[src/hw/rtl/ufd_pkg.sv]
package ufd_pkg;

   localparam int unsigned ByteWidth    = 8;
   localparam int unsigned LengthWidth  = 16;
   localparam int unsigned KindWidth    = 2;
   localparam int unsigned CsrAddrWidth = 1;
   localparam int unsigned CsrDataWidth = 16;
   localparam int unsigned RspDataWidth = 48;

   localparam logic [ByteWidth-1:0]   StartByteReset = 8'h02;
   localparam logic [LengthWidth-1:0] MaxLengthReset = 16'd255;

   // register indexes on the csr port
   localparam logic [CsrAddrWidth-1:0] CSR_START_BYTE = 1'b0;
   localparam logic [CsrAddrWidth-1:0] CSR_MAX_LENGTH = 1'b1;

   typedef enum logic [2:0] {
      PH_HUNT    = 3'd0,
      PH_CMD     = 3'd1,
      PH_LEN_LO  = 3'd2,
      PH_LEN_HI  = 3'd3,
      PH_PAYLOAD = 3'd4,
      PH_CHECK   = 3'd5
   } phase_type;

   typedef enum logic [KindWidth-1:0] {
      KIND_DATA   = 2'd0,
      KIND_GOOD   = 2'd1,
      KIND_BAD    = 2'd2,
      KIND_REJECT = 2'd3
   } kind_type;

   typedef struct packed {
      kind_type               kind;
      logic [ByteWidth-1:0]   command;
      logic [LengthWidth-1:0] frame_length;
      logic [ByteWidth-1:0]   data_byte;
      logic [LengthWidth-1:0] position;
      logic                   last;
   } rsp_type;

endpackage

[src/hw/rtl/ufd_in_reg.sv]
module ufd_in_reg (
   input  logic                          clock,
   input  logic                          reset,
   input  logic                          req_tvalid,
   output logic                          req_tready,
   input  logic [ufd_pkg::ByteWidth-1:0] req_tdata,
   input  logic                          advance,
   output logic                          byte_valid,
   output logic [ufd_pkg::ByteWidth-1:0] byte_data
);
   import ufd_pkg::*;

   logic                 valid_ff;
   logic                 valid_in;
   logic [ByteWidth-1:0] data_ff;
   logic                 take;

   // the slot frees in the same cycle its byte moves on
   assign req_tready = !valid_ff || advance;
   assign take       = req_tvalid && req_tready;

   always_comb begin
      valid_in = valid_ff;
      if (take) begin
         valid_in = 1'b1;
      end else if (advance) begin
         valid_in = 1'b0;
      end
   end

   always_ff @(posedge clock) begin
      if (reset) begin
         valid_ff <= 1'b0;
      end else begin
         valid_ff <= valid_in;
      end
   end

   always_ff @(posedge clock) begin
      if (take) begin
         data_ff <= req_tdata;
      end
   end

   assign byte_valid = valid_ff;
   assign byte_data  = data_ff;

endmodule

[src/hw/rtl/ufd_parse.sv]
module ufd_parse (
   input  logic                            clock,
   input  logic                            reset,
   input  logic                            advance,
   input  logic [ufd_pkg::ByteWidth-1:0]   rx_byte,
   input  logic [ufd_pkg::ByteWidth-1:0]   start_byte,
   input  logic [ufd_pkg::LengthWidth-1:0] max_length,
   output logic                            res_valid,
   output ufd_pkg::rsp_type                res
);
   import ufd_pkg::*;

   phase_type              phase_ff;
   phase_type              phase_in;
   logic [ByteWidth-1:0]   command_ff;
   logic [ByteWidth-1:0]   command_in;
   logic [LengthWidth-1:0] length_ff;
   logic [LengthWidth-1:0] length_in;
   logic [LengthWidth-1:0] count_ff;
   logic [LengthWidth-1:0] count_in;
   logic [ByteWidth-1:0]   xor_ff;
   logic [ByteWidth-1:0]   xor_in;
   logic [LengthWidth:0]   count_next;
   logic                   fin;
   logic                   too_long;

   assign count_next = {1'b0, count_ff} + {{LengthWidth{1'b0}}, 1'b1};
   assign fin        = count_next >= {1'b0, length_ff};
   // full length as it stands once the high byte is in
   assign too_long   = {rx_byte, length_ff[ByteWidth-1:0]} > max_length;

   // next phase
   always_comb begin
      phase_in = phase_ff;
      case (phase_ff)
         PH_HUNT:    if (rx_byte == start_byte) phase_in = PH_CMD;
         PH_CMD:     phase_in = PH_LEN_LO;
         PH_LEN_LO:  phase_in = PH_LEN_HI;
         PH_LEN_HI: begin
            if (too_long) begin
               phase_in = PH_HUNT;
            end else if ({rx_byte, length_ff[ByteWidth-1:0]} == '0) begin
               phase_in = PH_CHECK;
            end else begin
               phase_in = PH_PAYLOAD;
            end
         end
         PH_PAYLOAD: if (fin) phase_in = PH_CHECK;
         PH_CHECK:   phase_in = PH_HUNT;
         default:    phase_in = PH_HUNT;
      endcase
   end

   // held fields and result
   always_comb begin
      command_in       = command_ff;
      length_in        = length_ff;
      count_in         = count_ff;
      xor_in           = xor_ff;
      res_valid        = 1'b0;
      res.kind         = KIND_DATA;
      res.data_byte    = '0;
      res.position     = '0;
      res.last         = 1'b0;
      case (phase_ff)
         PH_HUNT: begin
            if (rx_byte == start_byte) xor_in = rx_byte;
         end
         PH_CMD: begin
            command_in = rx_byte;
            xor_in     = xor_ff ^ rx_byte;
         end
         PH_LEN_LO: begin
            length_in = {{(LengthWidth-ByteWidth){1'b0}}, rx_byte};
            xor_in    = xor_ff ^ rx_byte;
         end
         PH_LEN_HI: begin
            length_in = {rx_byte, length_ff[ByteWidth-1:0]};
            xor_in    = xor_ff ^ rx_byte;
            count_in  = '0;
            if (too_long) begin
               res_valid = 1'b1;
               res.kind  = KIND_REJECT;
            end
         end
         PH_PAYLOAD: begin
            xor_in        = xor_ff ^ rx_byte;
            count_in      = count_next[LengthWidth-1:0];
            res_valid     = 1'b1;
            res.kind      = KIND_DATA;
            res.data_byte = rx_byte;
            res.position  = count_ff;
            res.last      = fin;
         end
         PH_CHECK: begin
            res_valid = 1'b1;
            res.kind  = (rx_byte == xor_ff) ? KIND_GOOD : KIND_BAD;
         end
         default: begin
         end
      endcase
      res.command      = command_in;
      res.frame_length = length_in;
   end

   always_ff @(posedge clock) begin
      if (reset) begin
         phase_ff   <= PH_HUNT;
         command_ff <= '0;
         length_ff  <= '0;
         count_ff   <= '0;
         xor_ff     <= '0;
      end else if (advance) begin
         phase_ff   <= phase_in;
         command_ff <= command_in;
         length_ff  <= length_in;
         count_ff   <= count_in;
         xor_ff     <= xor_in;
      end
   end

endmodule

[src/hw/rtl/ufd_out_reg.sv]
module ufd_out_reg (
   input  logic                             clock,
   input  logic                             reset,
   input  logic                             load,
   input  ufd_pkg::rsp_type                 res,
   output logic                             free,
   output logic                             rsp_tvalid,
   input  logic                             rsp_tready,
   output logic [ufd_pkg::RspDataWidth-1:0] rsp_tdata,
   output logic [ufd_pkg::KindWidth-1:0]    rsp_tuser,
   output logic                             rsp_tlast
);
   import ufd_pkg::*;

   logic    valid_ff;
   logic    valid_in;
   rsp_type res_ff;

   assign free = !valid_ff || rsp_tready;

   always_comb begin
      valid_in = valid_ff;
      if (load) begin
         valid_in = 1'b1;
      end else if (rsp_tready) begin
         valid_in = 1'b0;
      end
   end

   always_ff @(posedge clock) begin
      if (reset) begin
         valid_ff <= 1'b0;
      end else begin
         valid_ff <= valid_in;
      end
   end

   always_ff @(posedge clock) begin
      if (load) begin
         res_ff <= res;
      end
   end

   assign rsp_tvalid = valid_ff;
   assign rsp_tdata  = {res_ff.position, res_ff.data_byte, res_ff.frame_length, res_ff.command};
   assign rsp_tuser  = res_ff.kind;
   assign rsp_tlast  = res_ff.last;

endmodule

[src/hw/rtl/uart_frame_deframer_xor.sv]
// A request passes the input register, then the result register.
// Throughput: one request per cycle while the result side does not stall;
// the input register and the result register both move in the same cycle,
// so a full pipe keeps streaming. Header and hunted-over bytes give no
// result, but for a high length byte over the limit, which gives a reject.
// Reset (synchronous, active high): both stages empty, parser hunting for
// the start byte, start_byte = 0x02, max_length = 255.
module uart_frame_deframer_xor (
   input  logic                             clock,
   input  logic                             reset,
   // request channel
   input  logic                             req_tvalid,
   output logic                             req_tready,
   input  logic [ufd_pkg::ByteWidth-1:0]    req_tdata,  // [7:0] rx_byte
   // result channel
   output logic                             rsp_tvalid,
   input  logic                             rsp_tready,
   // [7:0] command, [23:8] frame_length, [31:24] data_byte, [47:32] position
   output logic [ufd_pkg::RspDataWidth-1:0] rsp_tdata,
   output logic [ufd_pkg::KindWidth-1:0]    rsp_tuser,  // [1:0] kind
   output logic                             rsp_tlast,  // last payload byte
   // register write port
   input  logic                             csr_we,
   input  logic [ufd_pkg::CsrAddrWidth-1:0] csr_addr,
   input  logic [ufd_pkg::CsrDataWidth-1:0] csr_wdata
);
   import ufd_pkg::*;

   logic [ByteWidth-1:0]   start_byte_ff;
   logic [LengthWidth-1:0] max_length_ff;
   logic                   byte_valid;
   logic [ByteWidth-1:0]   byte_data;
   logic                   out_free;
   logic                   advance;
   logic                   res_valid;
   rsp_type                res;

   // Configuration registers; the user must write them only while the block is idle; the block does not enforce it.
   always_ff @(posedge clock) begin
      if (reset) begin
         start_byte_ff <= StartByteReset;
         max_length_ff <= MaxLengthReset;
      end else if (csr_we) begin
         case (csr_addr)
            CSR_START_BYTE: start_byte_ff <= csr_wdata[ByteWidth-1:0];
            CSR_MAX_LENGTH: max_length_ff <= csr_wdata[LengthWidth-1:0];
            default: begin
            end
         endcase
      end
   end

   // Advance the held byte whenever the result register can take whatever
   // it yields; a byte with no result waits too while the result side is
   // full, since holding it as well keeps the control a single term.
   assign advance = byte_valid && out_free;

   ufd_in_reg u_in_reg (
      .clock      (clock),
      .reset      (reset),
      .req_tvalid (req_tvalid),
      .req_tready (req_tready),
      .req_tdata  (req_tdata),
      .advance    (advance),
      .byte_valid (byte_valid),
      .byte_data  (byte_data)
   );

   // Frame state machine: header, payload pass-through, checksum verdict.
   ufd_parse u_parse (
      .clock      (clock),
      .reset      (reset),
      .advance    (advance),
      .rx_byte    (byte_data),
      .start_byte (start_byte_ff),
      .max_length (max_length_ff),
      .res_valid  (res_valid),
      .res        (res)
   );

   ufd_out_reg u_out_reg (
      .clock      (clock),
      .reset      (reset),
      .load       (advance && res_valid),
      .res        (res),
      .free       (out_free),
      .rsp_tvalid (rsp_tvalid),
      .rsp_tready (rsp_tready),
      .rsp_tdata  (rsp_tdata),
      .rsp_tuser  (rsp_tuser),
      .rsp_tlast  (rsp_tlast)
   );

endmodule

[config.mk]
export PLATFORM = sky130hd
export DESIGN_NAME = uart_frame_deframer_xor
export DESIGN_NICKNAME = d
export VERILOG_FILES = /design/src/hw/rtl/ufd_pkg.sv /design/src/hw/rtl/ufd_in_reg.sv /design/src/hw/rtl/ufd_parse.sv /design/src/hw/rtl/ufd_out_reg.sv /design/src/hw/rtl/uart_frame_deframer_xor.sv
export SDC_FILE = /design/constraint.sdc
export NUM_CORES = 1
export LEC_CHECK = 0
export BUFFER_PORTS_ARGS = -buffer_cell sky130_fd_sc_hd__buf_4
export CAP_MARGIN = 20
export CORE_UTILIZATION = 53
export CTS_CLUSTER_SIZE = 20
export DETAILED_ROUTE_END_ITERATION = 10
export PLACE_DENSITY = 0.77
export RECOVER_POWER = 50
export SLEW_MARGIN = 20
export SYNTH_ARGS = -nofsm -noshare
export SYNTH_HDL_FRONTEND = slang
export SYNTH_SLANG_ARGS = --single-unit
[constraint.sdc]
create_clock -name clock -period 4.2 [get_ports clock]
set_input_delay 0.84 -clock clock [delete_from_list [all_inputs] [get_ports clock]]
set_output_delay 0.84 -clock clock [all_outputs]
set_load 0.005 [all_outputs]
==> results of run 1 <==
==> cells by family (layout without fill, tap and decap cells) <==
group           count (synthesis)  count (layout)  synth area share, %
mux                            17              17                2.686
buf+inv                        78             152                4.831
fa+ha+maj                      33              33                6.156
compound gates                124             124                10.41
flops                         136             136                49.39
simple gates                  300             300                22.09
xor+xnor                       34              34                4.440
==> registers in the layout, indices dropped and copies added (netlist names) <==
register / count
max_length_ff: 16
start_byte_ff: 8
u_in_reg.byte_data: 8
u_in_reg.byte_valid: 1
u_out_reg.rsp_tdata: 48
u_out_reg.rsp_tlast: 1
u_out_reg.rsp_tuser: 2
u_out_reg.rsp_tvalid: 1
u_parse.command_ff: 8
u_parse.count_ff: 16
u_parse.length_ff: 16
u_parse.phase_ff: 3
u_parse.xor_ff: 8
==> final cells by class <==
cell class / instances / area [sq um] / share of cell area, %
inverters: 33 / 123.9 / 1.533
clock buffers: 20 / 456.7 / 5.653
flip-flops and latches: 136 / 3313 / 41.01
repair buffers: 87 / 628.1 / 7.775
multi-input cells: 508 / 3078 / 38.10
well taps: 168 / 210.2 / 2.602
clock inverters: 12 / 269.0 / 3.330
==> worst min-delay path by stage <==
stage | endpoint | slack, ps
after global routing | u_parse.command_ff[6]$_SDFFE_PP0P_ | 470
after floorplan | u_parse.command_ff[0]$_SDFFE_PP0P_ | 430
after detailed placement | u_parse.command_ff[6]$_SDFFE_PP0P_ | 450
after global placement | u_parse.command_ff[0]$_SDFFE_PP0P_ | 440
after CTS | u_parse.command_ff[6]$_SDFFE_PP0P_ | 460
final | u_parse.command_ff[6]$_SDFFE_PP0P_ | 450
==> routing by layer <==
layer / global-route usage (%) / vias up / wire [um]
met4: 13.85 / 0 / 518
met5: 0 / - / 0
met2: 40.24 / 222 / 7256
li1: - / 2624 / -
met3: 6.564 / 48 / 1253
met1: 33.98 / 2610 / 6972
==> per-stage QoR <==
stage | setup slack (ps) | util (%) | hold slack (ps) | std cells | power, W
finish | 615.3 | 66.43 | 451.5 | 964 | 0.003373
global route | 495.9 | 66.43 | 474.7 | 964 | 0.003459
CTS | 849.2 | 66.74 | 457.1 | 964 | 0.003383
detailed placement | 849.5 | 60.77 | 449.1 | 932 | 0.001579
global placement | 1020 | 60.77 | 444.6 | 932 | 0.001573
floorplan | 772.9 | - | 433.8 | 722 | 0.001530
==> power by group <==
group / total (W) / switching [W] / internal (W)
Sequential: 0.00142 / 0.0000325 / 0.00139
Combinational: 0.000129 / 0.0000753 / 0.0000541
Clock: 0.00182 / 0.000556 / 0.00126
Total: 0.00337 / 0.000664 / 0.00271
==> cells in the final DEF (no fill, tap or decap), drive strengths merged, types with 12 or more instances in the layout <==
master  instances
nand2         115
clkbuf         83
dfxtp          77
nor2           72
a21oi          66
edfxtp         59
inv            33
ha             33
o21ai          31
and3           27
buf            24
nand3b         20
xor2           20
xnor2          14
nor4           12
==> run summary, run 1 <==
Status: finished with violations
Violated checks: max-capacitance violations, max-slew violations
Setup crit end: u_out_reg.rsp_tvalid$_SDFFE_PP0P_
Number of diodes: 0
MaxCap Viol Count: 1
Placement Cell Area: 7391 sq um
Ports: 83
Clk pin slew, worst setup/hold paths: 60 ps
DRT iter0 DRCs: 359
Clk Latency, worst-skew pair: 430 ps
Post-DRT Antenna Nets: 0
Final setup vio count: 0
Routed len/inst: 16.60 um
Critical path origin: reset
H-tree Lvls: 4
Total track usage: 26.15%
Final Hold Vio Count: 0
Min Clock Period, post-route: 3585 ps
Bufs on Longest Clock Path: 2
Post-Syn Instances: 722
Design Area, Final: 8079 sq um
CP endpoint kind: flip-flop
Power density cells: 417.5 nW/um^2
Worst-Margin Slew: 3495 ps
Commonest cells in the netlist: nand2_1 (115), dfxtp_1 (77), nor2_1 (70)
Post-synth EDFFs: 59
Post-CTS setup buffers: 0
CTS tree: built
Synth-to-Final Area Change: 20.44%
DRC violations left: 0
Reg2reg end: u_out_reg.rsp_tdata[35]$_SDFFCE_PN0P_
Synth area leaders: edfxtp_1 (26%), dfxtp_1 (23%), nand2_1 (6.4%)
Hold depth: 2
Count leader, synth: nand2_1
Seq/Total Area, Yosys: 49.39%
Clock Skew: 7.829 ps
Root buf cell: clkbuf_16
Hold path start: u_parse.command_ff[6]$_SDFFE_PP0P_
CP top delay family: buffers and inverters
Mapped cell area: 6708 sq um
Critical Path Fanout Max: 79
Setup slack, reg-to-reg: 840 ps
Critical path's slowest cell: clkbuf_1
Post-layout net count: 846
RSZ-0062 raised after global routing: no
Worst path required time: 4340 ps
Synth unique cells: 51
HP Class: reg -> reg
Final HPWL DP: 11,200 um
Initial Util: 55.15%
CP Class: in -> reg
Worst Path Arrival: 3730 ps
DRT Pass-1 Iters: 5
Num rows: 40
Gr ovfl total: 0
TritonCTS Sinks: 136
Critical Path Start Type: input pin
Global-route wire length before repair: 25,920 um
Critical Path, Cell by Cell: clkbuf_1 > o22ai_1
Rel. slew slack: -133.0%
Register bit total from synthesis: 136
TritonCTS Buffers: 17
Die ar.: 13,110 sq um
Fmax: 0.2790 GHz
Leakage: 3.278 nW
Crit path depth: 2
Fill cells: 933
Post-Route WL: 16,000 um
Synth top area share: 26.41%
Vias/cell: 5.710
PortBufs: 82
Largest net degree at the start of global routing: 80
Initial antenna violation count: 0
Post-CTS Resized: 0
Placer Congestion: 0.9184
Vias in the first global route: 5,228
Vias: 5,504
Max incr delay on CP: 2420 ps
Max rail drop VDD: 394.8 uV
Synth Warn #: 0
Top cell type by total area after synthesis: edfxtp_1
Ys flop type: dfxtp_1
WP buf/inv: 1
CORE AREA: 12,160 sq um
FFs w/ async S/R, synth: 0%
Die Height: 114.5 um
Post-Syn Nets: 785
Mean Syn Cell Area: 9.290 sq um
CTS Hold Buffers Added: 0
Setup TNS after final layout: 0 ps
Fin. max-slew vios: 80
Final cycle utilization of the critical path: 85.35%
Chip Width: 114.5 um
Reg2reg path depth: 8
Worst R2R Start: u_in_reg.byte_data[7]$_DFFE_PP_
Share of layout cells above drive strength 1: 16.08%
Power figures use the tool's default switching activity.
==> run 2: changes to the inputs <==
ABC_AREA = 1   (was not set)
CORE_UTILIZATION = 52   (was 53)
PLACE_DENSITY = 0.76   (was 0.77)
==> run 2 against run 1 <==
  * The flow now finishes without violations
  * Clock power fell by 12%
  * Worst setup slack improved by 480 ps
  * Sequential power is essentially flat
==> run summary, run 2 <==
Status: finished clean (was finished with violations)
WL met2: 7287 um (was 7256 um)
Post-CTS setup buffers: 0 (unchanged)
Rel. slew slack: 29.13% (was -133.0%)
Hold depth: 2 (unchanged)
Critical Path Fanout Max: 51 (was 79)
Fin Hold WS: 477.5 ps (was 451.5 ps)
HP Class: reg -> reg (unchanged)
PortBufs: 82 (unchanged)
Highest Signal Layer: met4 (unchanged)
Placement Cell Area: 7227 sq um (was 7391 sq um)
DRC violations left: 0 (unchanged)
CTS tree: built (unchanged)
Met1 WL: 6489 um (was 6972 um)
Min-Delay Endpoint: start_byte_ff[0]$_SDFFE_PP0P_ (was u_parse.command_ff[6]$_SDFFE_PP0P_)
Adder-Cell Fraction of Synth Area: 6.369% (was 6.156%)
Setup TNS after final layout: 0 ps (unchanged)
Reg2reg end: u_out_reg.rsp_tdata[8]$_DFFE_PP_ (was u_out_reg.rsp_tdata[35]$_SDFFCE_PN0P_)
RSZ-0062 raised after global routing: no (unchanged)
Vias: 5,525 (was 5,504)
Share of layout cells above drive strength 1: 15.25% (was 16.08%)
Clk pin slew, worst setup/hold paths: 60 ps (about the same)
Synth unique cells: 36 (was 51)
Post-Route WL: 15,550 um (was 16,000 um)
Die ar.: 12,920 sq um (was 13,110 sq um)
Initial antenna violation count: 0 (unchanged)
Largest net degree at the start of global routing: 52 (was 80)
Fmax: 0.3220 GHz (was 0.2790 GHz)
Fin. max-slew vios: 0 (was 80)
Post-synth EDFFs: 59 (unchanged)
Largest family of logic cells by synthesized area: simple AND/OR/NAND/NOR gates (unchanged)
Synth area leaders: edfxtp_1 (27%), dfxtp_1 (24%), nand2_1 (9.1%) (was edfxtp_1 (26%), dfxtp_1 (23%), nand2_1 (6.4%))
Final cell count without fillers: 1,027 (was 964)
Area of the multi-input gates: 2605 sq um (was 3078 sq um)
Setup slack, reg-to-reg: 1090 ps (was 840 ps)
Design Area, Final: 7840 sq um (was 8079 sq um)
Worst path required time: 4240 ps (was 4340 ps)
Critical path origin: u_parse.phase_ff[1]$_SDFFE_PP0P_ (was reset)
Leading cell types in the layout, fill and taps excluded: nand2_1 (157), inv_1 (110), dfxtp_1 (77) (was nand2_1 (115), dfxtp_1 (77), nor2_1 (69))
Most common cell after layout, fill and taps aside: nand2_1 (unchanged)
XOR/XNOR Fraction of Synth Area: 3.108% (was 4.439%)
Seq/Total Area, Yosys: 51.11% (was 49.39%)
Placer Congestion: 0.9663 (was 0.9184)
Ys flop type: dfxtp_1 (unchanged)
Max rail drop VDD: 253.7 uV (was 394.8 uV)
Commonest cells in the netlist: nand2_1 (157), inv_1 (108), dfxtp_1 (77) (was nand2_1 (115), dfxtp_1 (77), nor2_1 (70))
TritonCTS Buffers: 17 (unchanged)
Synth-to-Final Area Change: 20.94% (was 20.44%)
Hold path start: start_byte_ff[0]$_SDFFE_PP0P_ (was u_parse.command_ff[6]$_SDFFE_PP0P_)
CP Class: reg -> reg (was in -> reg)
Gr ovfl total: 0 (unchanged)
Dpl cells: 995 (was 932)
Number of diodes: 0 (unchanged)
Post-Syn Nets: 830 (was 785)
Clk Latency, worst-skew pair: 420 ps (was 430 ps)
FFs w/ async S/R, synth: 0% (unchanged)
Simple-gate portion of the synthesized area: 18.18% (was 22.09%)
Mapped cell area: 6482 sq um (was 6708 sq um)
Post-CTS Resized: 0 (unchanged)
Synth Warn #: 0 (unchanged)
Routed len/inst: 15.14 um (was 16.60 um)
Critical Path Start Type: flip-flop (was input pin)
Worst R2R Start: u_parse.phase_ff[1]$_SDFFE_PP0P_ (was u_in_reg.byte_data[7]$_DFFE_PP_)
Mean Syn Cell Area: 8.452 sq um (was 9.290 sq um)
Fill cells: 951 (was 933)
Top cell type by total area after synthesis: edfxtp_1 (unchanged)
DRT Pass-1 Iters: 7 (was 5)
Min Clock Period, post-route: 3106 ps (was 3585 ps)
Max reg flops: 48 (unchanged)
CTS Hold Buffers Added: 0 (unchanged)
Post-layout net count: 909 (was 846)
Ports: 83 (unchanged)
H-tree Lvls: 4 (unchanged)
Multiplexer share of the synthesized area: 0% (was 2.686%)
Chip Width: 113.7 um (was 114.5 um)
CP endpoint kind: flip-flop (unchanged)
Final cycle utilization of the critical path: 73.95% (was 85.35%)
DRT iter0 DRCs: 563 (was 359)
Final setup vio count: 0 (unchanged)
Reg2reg path depth: 8 (unchanged)
Met3 wire len: 1118 um (was 1253 um)
Power density cells: 417.8 nW/um^2 (was 417.5 nW/um^2)
Synth Area in Compound Gates: 12.80% (was 10.41%)
Post-DRT Antenna Nets: 0 (unchanged)
Final HPWL DP: 11,330 um (was 11,200 um)
Seq. cell area: 3313 sq um (unchanged)
Total track usage: 25.97% (was 26.15%)
TritonCTS Sinks: 136 (unchanged)
Worst-Margin Slew: 1063 ps (was 3495 ps)
Register bit total from synthesis: 136 (unchanged)
Die Height: 113.7 um (was 114.5 um)
Bufs on Longest Clock Path: 2 (unchanged)
Vias in the first global route: 5,352 (was 5,228)
Count leader, synth: nand2_1 (unchanged)
Worst Path Arrival: 3140 ps (was 3730 ps)
Num rows: 40 (unchanged)
Clock Skew: 6.961 ps (was 7.829 ps)
MaxCap Viol Count: 0 (was 1)
Post-Syn Instances: 767 (was 722)
Initial Util: 53.74% (was 55.15%)
Global-route wire length before repair: 25,700 um (was 25,920 um)
Root buf cell: clkbuf_16 (unchanged)
Vias/cell: 5.380 (was 5.710)
CORE AREA: 12,060 sq um (was 12,160 sq um)
Synth top area share: 27.33% (was 26.41%)
Leakage: 3.421 nW (was 3.278 nW)
Final Hold Vio Count: 0 (unchanged)
[run 2: cell types whose count changed in the layout (fill, tap and decap cells not counted), moves of 9 or more]
cell	delta
o21ai_0	+18
inv_1	+77
nand3b_1	-19
o21ai_1	+9
mux2i_1	-9
and3_1	-27
nand2_1	+42
clkbuf_1	-9
[run 2: logic make-up after synthesis]
| family | Yosys count |
|---|---|
| and+or+nand+nor | 279 |
| AOI/OAI and AO/OA | 153 |
| buffers and inverters | 143 |
| DFF | 136 |
| adders and majority gates | 33 |
| xor gates and xnor gates | 23 |
[run 2: cell type report]
| cell class | count | share of cell area, % |
|---|---|---|
| clock inverter | 15 | 2.713 |
| multi-input combinational | 488 | 33.23 |
| timing repair buffer | 85 | 8.043 |
| clock buffer | 17 | 5.426 |
| tap | 168 | 2.681 |
| sequential | 136 | 42.26 |
| inverter | 118 | 5.650 |
[run 2: metal layers]
| metal | vias up | track usage (%) |
|---|---|---|
| met5 | - | 0 |
| met4 | 0 | 15.00 |
| met3 | 55 | 7.386 |
| met2 | 219 | 41.83 |
| met1 | 2575 | 31.18 |
| li1 | 2676 | - |
[run 2: how the worst max path moves through the flow]
stage                                              to  slack (ps)  cells after the start
floorplan            u_out_reg.rsp_tdata[0]$_DFFE_PP_        1260                      9
global placement     u_out_reg.rsp_tdata[0]$_DFFE_PP_        1310                      9
detailed placement  u_out_reg.rsp_tdata[20]$_DFFE_PP_        1110                      9
CTS                 u_out_reg.rsp_tdata[23]$_DFFE_PP_        1100                      9
global route        u_out_reg.rsp_tdata[13]$_DFFE_PP_         810                      8
finish               u_out_reg.rsp_tdata[8]$_DFFE_PP_        1090                      8
[run 2: metrics by stage]
| stage | utilization [%] | setup slack (ps) | power, W |
|---|---|---|---|
| 4_1_cts | 65.21 | 1097 | 0.003289 |
| 3_3_place_gp | 59.92 | 1310 | 0.001690 |
| 5_1_grt | 65.00 | 814.1 | 0.003391 |
| 3_5_place_dp | 59.92 | 1111 | 0.001702 |
| 2_1_floorplan | - | 1258 | 0.001623 |
| 6_report | 65.00 | 1094 | 0.003276 |
[run 2: worst max-delay path, stage by stage (launching register included)]
cell	delay [ps]
dfxtp_1	440
inv_1	100
nor2_1	580
clkinv_1	210
nor2_1	250
nand3_1	170
nand2_1	90
nand2_1	70
inv_2	730
[run 2: where the power goes]
part	switching, W	leakage, nW	internal [W]
clock network	0.000590	0.308	0.00101
logic	0.000151	1.90	0.0000874
registers	0.0000232	1.21	0.00142
total	0.000765	3.42	0.00251
